[src/design/hufd_pkg.sv]
`default_nettype none
// ----------------------------------------------------------------------------
// hufd_pkg
// Shared types and constants of the Huffman tree loader and decoder.
// ----------------------------------------------------------------------------
package hufd_pkg;

    localparam int unsigned NODE_ENTRIES_DEF  = 512;
    localparam int unsigned STACK_ENTRIES_DEF = 256;

    localparam int unsigned SYMBOL_BITS = 8;
    localparam int unsigned SYM_CNT_W   = 3;
    localparam logic [SYM_CNT_W-1:0] SYMBOL_LAST = SYM_CNT_W'(SYMBOL_BITS - 1);

    localparam int unsigned LEN_W = 24;
    localparam logic [LEN_W-1:0] LEN_RESET = LEN_W'(1);

    localparam int unsigned OP_W     = 2;
    localparam int unsigned STATUS_W = 2;

    localparam logic [OP_W-1:0] OP_CLEAR   = 2'd0;
    localparam logic [OP_W-1:0] OP_TREE    = 2'd1;
    localparam logic [OP_W-1:0] OP_PAYLOAD = 2'd2;

    localparam logic [STATUS_W-1:0] ST_SYMBOL = 2'd0;
    localparam logic [STATUS_W-1:0] ST_TREE   = 2'd1;
    localparam logic [STATUS_W-1:0] ST_ERROR  = 2'd2;

    typedef struct packed {
        logic [OP_W-1:0] op;
        logic            bit_value;
    } t_in_item;

    typedef struct packed {
        logic [STATUS_W-1:0]    status;
        logic [SYMBOL_BITS-1:0] symbol;
        logic                   last_symbol;
    } t_out_item;

endpackage
`default_nettype wire

[src/design/hufd_stack_ram.sv]
`default_nettype none
// ----------------------------------------------------------------------------
// hufd_stack_ram
// Stack of inner nodes still waiting for a right child; the top entry is
// read every cycle.
// ----------------------------------------------------------------------------
module hufd_stack_ram #(
    parameter int unsigned DEPTH  = hufd_pkg::STACK_ENTRIES_DEF,
    parameter int unsigned DATA_W = 9,
    localparam int unsigned AW    = $clog2(DEPTH)
) (
    input  wire logic              i_clk,
    input  wire logic              i_we,
    input  wire logic [AW-1:0]     i_waddr,
    input  wire logic [DATA_W-1:0] i_wdata,
    input  wire logic [AW-1:0]     i_raddr,
    output logic [DATA_W-1:0]      o_rdata
);

    logic [DATA_W-1:0] r_mem [DEPTH];
    logic [DATA_W-1:0] r_rdata;

    always_ff @(posedge i_clk) begin
        if (i_we) begin
            r_mem[i_waddr] <= i_wdata;
        end
        r_rdata <= r_mem[i_raddr];
    end

    assign o_rdata = r_rdata;

endmodule
`default_nettype wire
[config.mk]
export PLATFORM = sky130hd
export DESIGN_NAME = hufd_stack_ram
export DESIGN_NICKNAME = d
export VERILOG_FILES = /design/src/design/hufd_pkg.sv /design/src/design/hufd_stack_ram.sv
export SDC_FILE = /design/constraint.sdc
export NUM_CORES = 2
export LEC_CHECK = 0
export BUFFER_PORTS_ARGS = -buffer_cell sky130_fd_sc_hd__buf_4
export CAP_MARGIN = 30
export CORE_MARGIN = 2
export CORE_UTILIZATION = 28
export DETAILED_ROUTE_END_ITERATION = 10
export GPL_TIMING_DRIVEN = 0
export PLACE_DENSITY = 0.53
export SYNTH_ARGS = -nofsm -noshare
export SYNTH_HDL_FRONTEND = slang
export SYNTH_SLANG_ARGS = --single-unit
[constraint.sdc]
create_clock -name i_clk -period 3.3 [get_ports i_clk]
set_clock_uncertainty 0.1 [all_clocks]
set_input_delay 0.165 -clock i_clk [delete_from_list [all_inputs] [get_ports i_clk]]
set_output_delay 0.165 -clock i_clk [all_outputs]
set_load 0.005 [all_outputs]
### Yosys cells after proc, flatten, opt, wreduce, memory -nomap -nowiden

Memories as Yosys holds them, arrays and structs flattened. A register that Yosys moved wholly into a read port is not among the register bits.
Cells that the tools add are included.

* mux-type cells: 2

Operators by type and width (count)
* $mux 1: 2

* output and inout port bits: 9
* logic and storage cells: 3
* bits in registers: 0
* memories: 1
* input port bits: 27
* RAM bits: 2304

Memory list
* r_mem: words 256, bits a word 9, rd ports 1, clocked after Yosys merged registers in 1, wr ports 1, line hufd_stack_ram.sv:20 `logic [DATA_W-1:0] r_mem [DEPTH];`

### Logic depth before layout (Yosys ltp)

* depth after elaboration: 2
* mapped depth: 11
* mapped depth without buffers: 6

### Worst setup path after synthesis

Ideal clock, no wire load.

* kind: input to register
* from: input i_waddr[3]
* to: memory r_mem[235][0], enable pin
* data arrival time: 1.652 ns
* setup slack: 1.174 ns
* buffers on the path: 3
* setup time: 0.374 ns
* required time: 2.826 ns
* stages on the path: 6
* cells stage by stage: clkbuf_1 > nor2b_1 > clkbuf_1 > nand4_1 > clkbuf_1 > nor2_1

RTL lines
* start: declaration: line hufd_stack_ram.sv:14 `input wire logic [AW-1:0] i_waddr,`
* end: declaration: line hufd_stack_ram.sv:20

No word-level cell before the write port.

==> impl_metrics.prom <==
# TYPE chip_impl_metric gauge
chip_impl_info{name="final_cell_mix",value="2,304 x sky130_fd_sc_hd__edfxtp_1, 467 x sky130_fd_sc_hd__mux4_2, 293 x sky130_fd_sc_hd__nor2_1"} 1
chip_impl_metric{name="async_flop_share",unit="%"} 0
chip_impl_metric{name="critical_path_peak_fanout",unit=""} 10
chip_impl_metric{name="clock_power_share",unit="%"} 42.0
chip_impl_info{name="synth_flop_cell",value="sky130_fd_sc_hd__edfxtp_1"} 1
chip_impl_metric{name="drt-initial-drc-count",unit=""} 7735
chip_impl_metric{name="ys_seq_area_share",unit="%"} 77.7
chip_impl_metric{name="layout-area-overhead-vs-synth",unit="%"} 17.5
chip_impl_metric{name="number_of_cts_inserted_buffers",unit=""} 234
chip_impl_metric{name="worst_slew_margin_rel",unit="%"} 27.4
chip_impl_metric{name="worst_tran_pin_value",unit="ps"} 1090
chip_impl_metric{name="grt_usage",unit="%"} 18.8
chip_impl_metric{name="cts.htree.levels",unit=""} 4
chip_impl_metric{name="placement_rows",unit=""} 207
chip_impl_metric{name="setup_viol",unit=""} 9
chip_impl_metric{name="grt_pass1_wl",unit="microns"} 414000
chip_impl_metric{name="max-cap-violations",unit=""} 0
chip_impl_info{name="crit_path_start_kind",value="input port"} 1
chip_impl_info{name="critPathCaptureType",value="flip-flop"} 1
chip_impl_metric{name="synth.net_count",unit=""} 4264
chip_impl_metric{name="die_w",unit="microns"} 569
chip_impl_metric{name="power.sequential.fraction",unit="%"} 51.9
chip_impl_metric{name="first_pass_iters",unit=""} 6
chip_impl_metric{name="gpl.final_weighted_congestion",unit=""} 0.941
chip_impl_metric{name="finalWorstSetupSlack",unit="ps"} -223
chip_impl_metric{name="detail_route.wl_per_cell",unit="microns"} 34.2
chip_impl_metric{name="net-switching-power",unit="mW"} 14.2
chip_impl_metric{name="dp_hpwl",unit="microns"} 212000
chip_impl_metric{name="critPathRequiredTime",unit="ps"} 4030
chip_impl_metric{name="synth_cells",unit=""} 4237
chip_impl_metric{name="syn_avg_cell_area",unit="sq um"} 21.1
chip_impl_metric{name="cts-root-to-sink-buffers",unit=""} 3
chip_impl_info{name="timing.setup.critical_path_class",value="in -> reg"} 1
chip_impl_info{name="run_status",value="complete, but fails checks"} 1
chip_impl_metric{name="synth.mux.area_fraction",unit="%"} 14.3
chip_impl_metric{name="synth-adder-area-share",unit="%"} 0
chip_impl_metric{name="grt_max_degree",unit=""} 161
chip_impl_metric{name="netSwitchingFraction",unit="%"} 22.7
chip_impl_metric{name="max_freq",unit="MHz"} 284
chip_impl_metric{name="finalWorstPathRequiredPeriod",unit="ps"} 3520
chip_impl_info{name="layout.cells.most_common",value="sky130_fd_sc_hd__edfxtp_1"} 1
chip_impl_metric{name="peakVddDrop",unit="mV"} 0.674
chip_impl_info{name="clk_root_buffer_cell",value="sky130_fd_sc_hd__clkbuf_16"} 1
chip_impl_metric{name="synth_compound_gate_area_share",unit="%"} 3.75
chip_impl_metric{name="finish.utilization",unit="%"} 33.0
chip_impl_metric{name="synth.lib_cells_used.distinct",unit=""} 57
chip_impl_metric{name="comb_power_share",unit="%"} 6.1
chip_impl_metric{name="cp.arrival",unit="ps"} 4250
chip_impl_info{name="hp-class",value="in -> reg"} 1
chip_impl_metric{name="yosysWarnings",unit=""} 0
chip_impl_metric{name="num-nets-final",unit=""} 4754
chip_impl_metric{name="netlist_area_before_placement",unit="sq um"} 89300
chip_impl_metric{name="drtAntennaViolNets",unit=""} 0
chip_impl_metric{name="multi_input_area",unit="sq um"} 18500
chip_impl_metric{name="clk_transition_reported_paths",unit="ps"} 60
chip_impl_metric{name="worstSkewPairLatency",unit="ps"} 910
chip_impl_metric{name="internal-power",unit="mW"} 48.3
chip_impl_metric{name="ioPinCount",unit=""} 36
chip_impl_metric{name="drc_errors",unit=""} 0
chip_impl_metric{name="cts.sinks",unit=""} 2313
chip_impl_metric{name="total_congestion_overflow_after_global_routing",unit=""} 0
chip_impl_metric{name="n_fill_cell",unit=""} 30012
chip_impl_metric{name="postSynthRegisterBits",unit=""} 2313
chip_impl_metric{name="final_cell_area",unit="sq um"} 105000
chip_impl_metric{name="layout.area.seq",unit="sq um"} 69400
chip_impl_metric{name="dieArea",unit="sq um"} 323000
chip_impl_metric{name="min_period_over_period",unit="%"} 107
chip_impl_metric{name="port-buffer-count",unit=""} 27
chip_impl_metric{name="power",unit="mW"} 62.4
chip_impl_metric{name="setup_total_negative_slack",unit="ps"} -995
chip_impl_metric{name="vias_cell",unit=""} 5.33
chip_impl_metric{name="power-per-cell-area",unit="nW/um^2"} 595
chip_impl_metric{name="initial_standard_cell_utilization_of_the_core",unit="%"} 28.1
chip_impl_metric{name="dpl-instance-area",unit="sq um"} 96800
chip_impl_metric{name="synth_enable_flop_cells",unit=""} 2304
chip_impl_metric{name="drt-total-wl",unit="microns"} 312000
chip_impl_info{name="violations",value="setup timing"} 1
chip_impl_metric{name="chipHeight",unit="microns"} 569
chip_impl_metric{name="synth_xor_area_share",unit="%"} 0
chip_impl_metric{name="pre_cts_ws",unit="ps"} -1890
chip_impl_metric{name="first_global_vias",unit=""} 46593
chip_impl_info{name="synth_top_family_by_area",value="multiplexers"} 1
chip_impl_metric{name="antenna_found_initial",unit=""} 36
chip_impl_metric{name="yosys.area_share.simple",unit="%"} 2.50
chip_impl_metric{name="floorplan.core_area",unit="sq um"} 318000
chip_impl_metric{name="cellLeakagePower",unit="nW"} 32.4
chip_impl_metric{name="vias",unit=""} 48512
chip_impl_metric{name="fraction_of_final_layout_cells_with_drive_strength_greater_than_1",unit="%"} 24.9
chip_impl_metric{name="final-hold-violation-count",unit=""} 0
chip_impl_info{name="tritoncts_clock_tree",value="yes"} 1
chip_impl_metric{name="number_of_max_slew_violations_in_the_final_report",unit=""} 0
-- logic make-up after synthesis --
kind of cell	Yosys count
simple gates	500
mux	674
flops	2313
buf+inv	261
compound gates	489
-- synth_stat cells (31+ instances only) --
cell type / instances / area (sq um)
sky130_fd_sc_hd__a22oi_1: 174 / 1310
sky130_fd_sc_hd__o22ai_1: 65 / 407
sky130_fd_sc_hd__nand2_1: 40 / 150
sky130_fd_sc_hd__o221ai_1: 35 / 307
sky130_fd_sc_hd__edfxtp_1: 2304 / 69200
sky130_fd_sc_hd__a21oi_1: 98 / 490
sky130_fd_sc_hd__mux4_2: 467 / 10500
sky130_fd_sc_hd__mux2i_1: 177 / 1770
sky130_fd_sc_hd__o21ai_0: 31 / 155
sky130_fd_sc_hd__nand3_1: 31 / 155
sky130_fd_sc_hd__nor2_1: 305 / 1140
sky130_fd_sc_hd__buf_2: 54 / 270
sky130_fd_sc_hd__clkbuf_1: 120 / 450
-- area by class of cell --
type	count	area share, %
sequential	2313	66.1
multi-input combinational	1663	17.6
clock buffer	280	5.77
tap	4180	4.99
timing repair buffer	254	2.57
buffer	259	1.57
clock inverter	149	1.37
antenna	10	0.0239
inverter	2	0.00835
-- power by group through the flow --
stage                     Sequential (mW)  Combinational (mW)  Clock (mW)
after floorplan                      33.0                1.54           0
after CTS                            32.4                3.74        26.5
final                                32.4                3.82        26.2
after global routing                 32.4                3.87        27.6
after global placement               33.1                3.50           0
after detailed placement             33.0                3.70           0
-- state kept, by name, indices dropped and copies added (netlist names) --
name	flops
r_mem	2304
o_rdata	9
-- worst max-delay path, cell delays in order --
cell and delay [ps]:
sky130_fd_sc_hd__buf_2 380, sky130_fd_sc_hd__buf_4 410, sky130_fd_sc_hd__buf_4 410, sky130_fd_sc_hd__buf_2 720, sky130_fd_sc_hd__mux4_2 380, sky130_fd_sc_hd__a22oi_1 80
sky130_fd_sc_hd__a21oi_1 610, sky130_fd_sc_hd__nor4_1 150, sky130_fd_sc_hd__buf_2 210, sky130_fd_sc_hd__nor4_1 410, sky130_fd_sc_hd__buf_2 250
-- timing repair --
item	CTS	global route
resized for setup	31	12
hold buffers	18	0
pin swaps	0	1
endpoints found under the setup margin	9	6
cloned	0	0
buffers inserted	2	1
hold endpoints to repair	1317	0
-- routing by layer --
layer  GRT usage, %  vias up  part of all wire (%)  routed length, microns
met3           5.29      617                    11                   34200
li1               -    18791                     -                       -
met1           24.8    26039                    39                  121000
met5              0        -                 0.066                     207
met2           28.7     3049                    45                  140000
met4           8.82       16                   5.4                   16700
-- through the flow --
stage,std cells,hold WS [ps]
global route,9104,56.6
CTS,9077,12.3
finish,9110,108
global placement,8444,464
floorplan,4237,164
detailed placement,8628,457
-- final timing paths --
| check | from | to | slack, ps | cells after the start |
|---|---|---|---|---|
| max | i_raddr[1] | o_rdata[8] | -220 | 11 |
| min | i_waddr[1] | r_mem[195][5] | 110 | 3 |
| max reg2reg | r_mem[114][5] | o_rdata[5] | 170 | 7 |
| min reg2reg | r_mem[6][7] | o_rdata[7] | 1120 | 6 |
No activity file was read; power rests on OpenSTA's default activity.
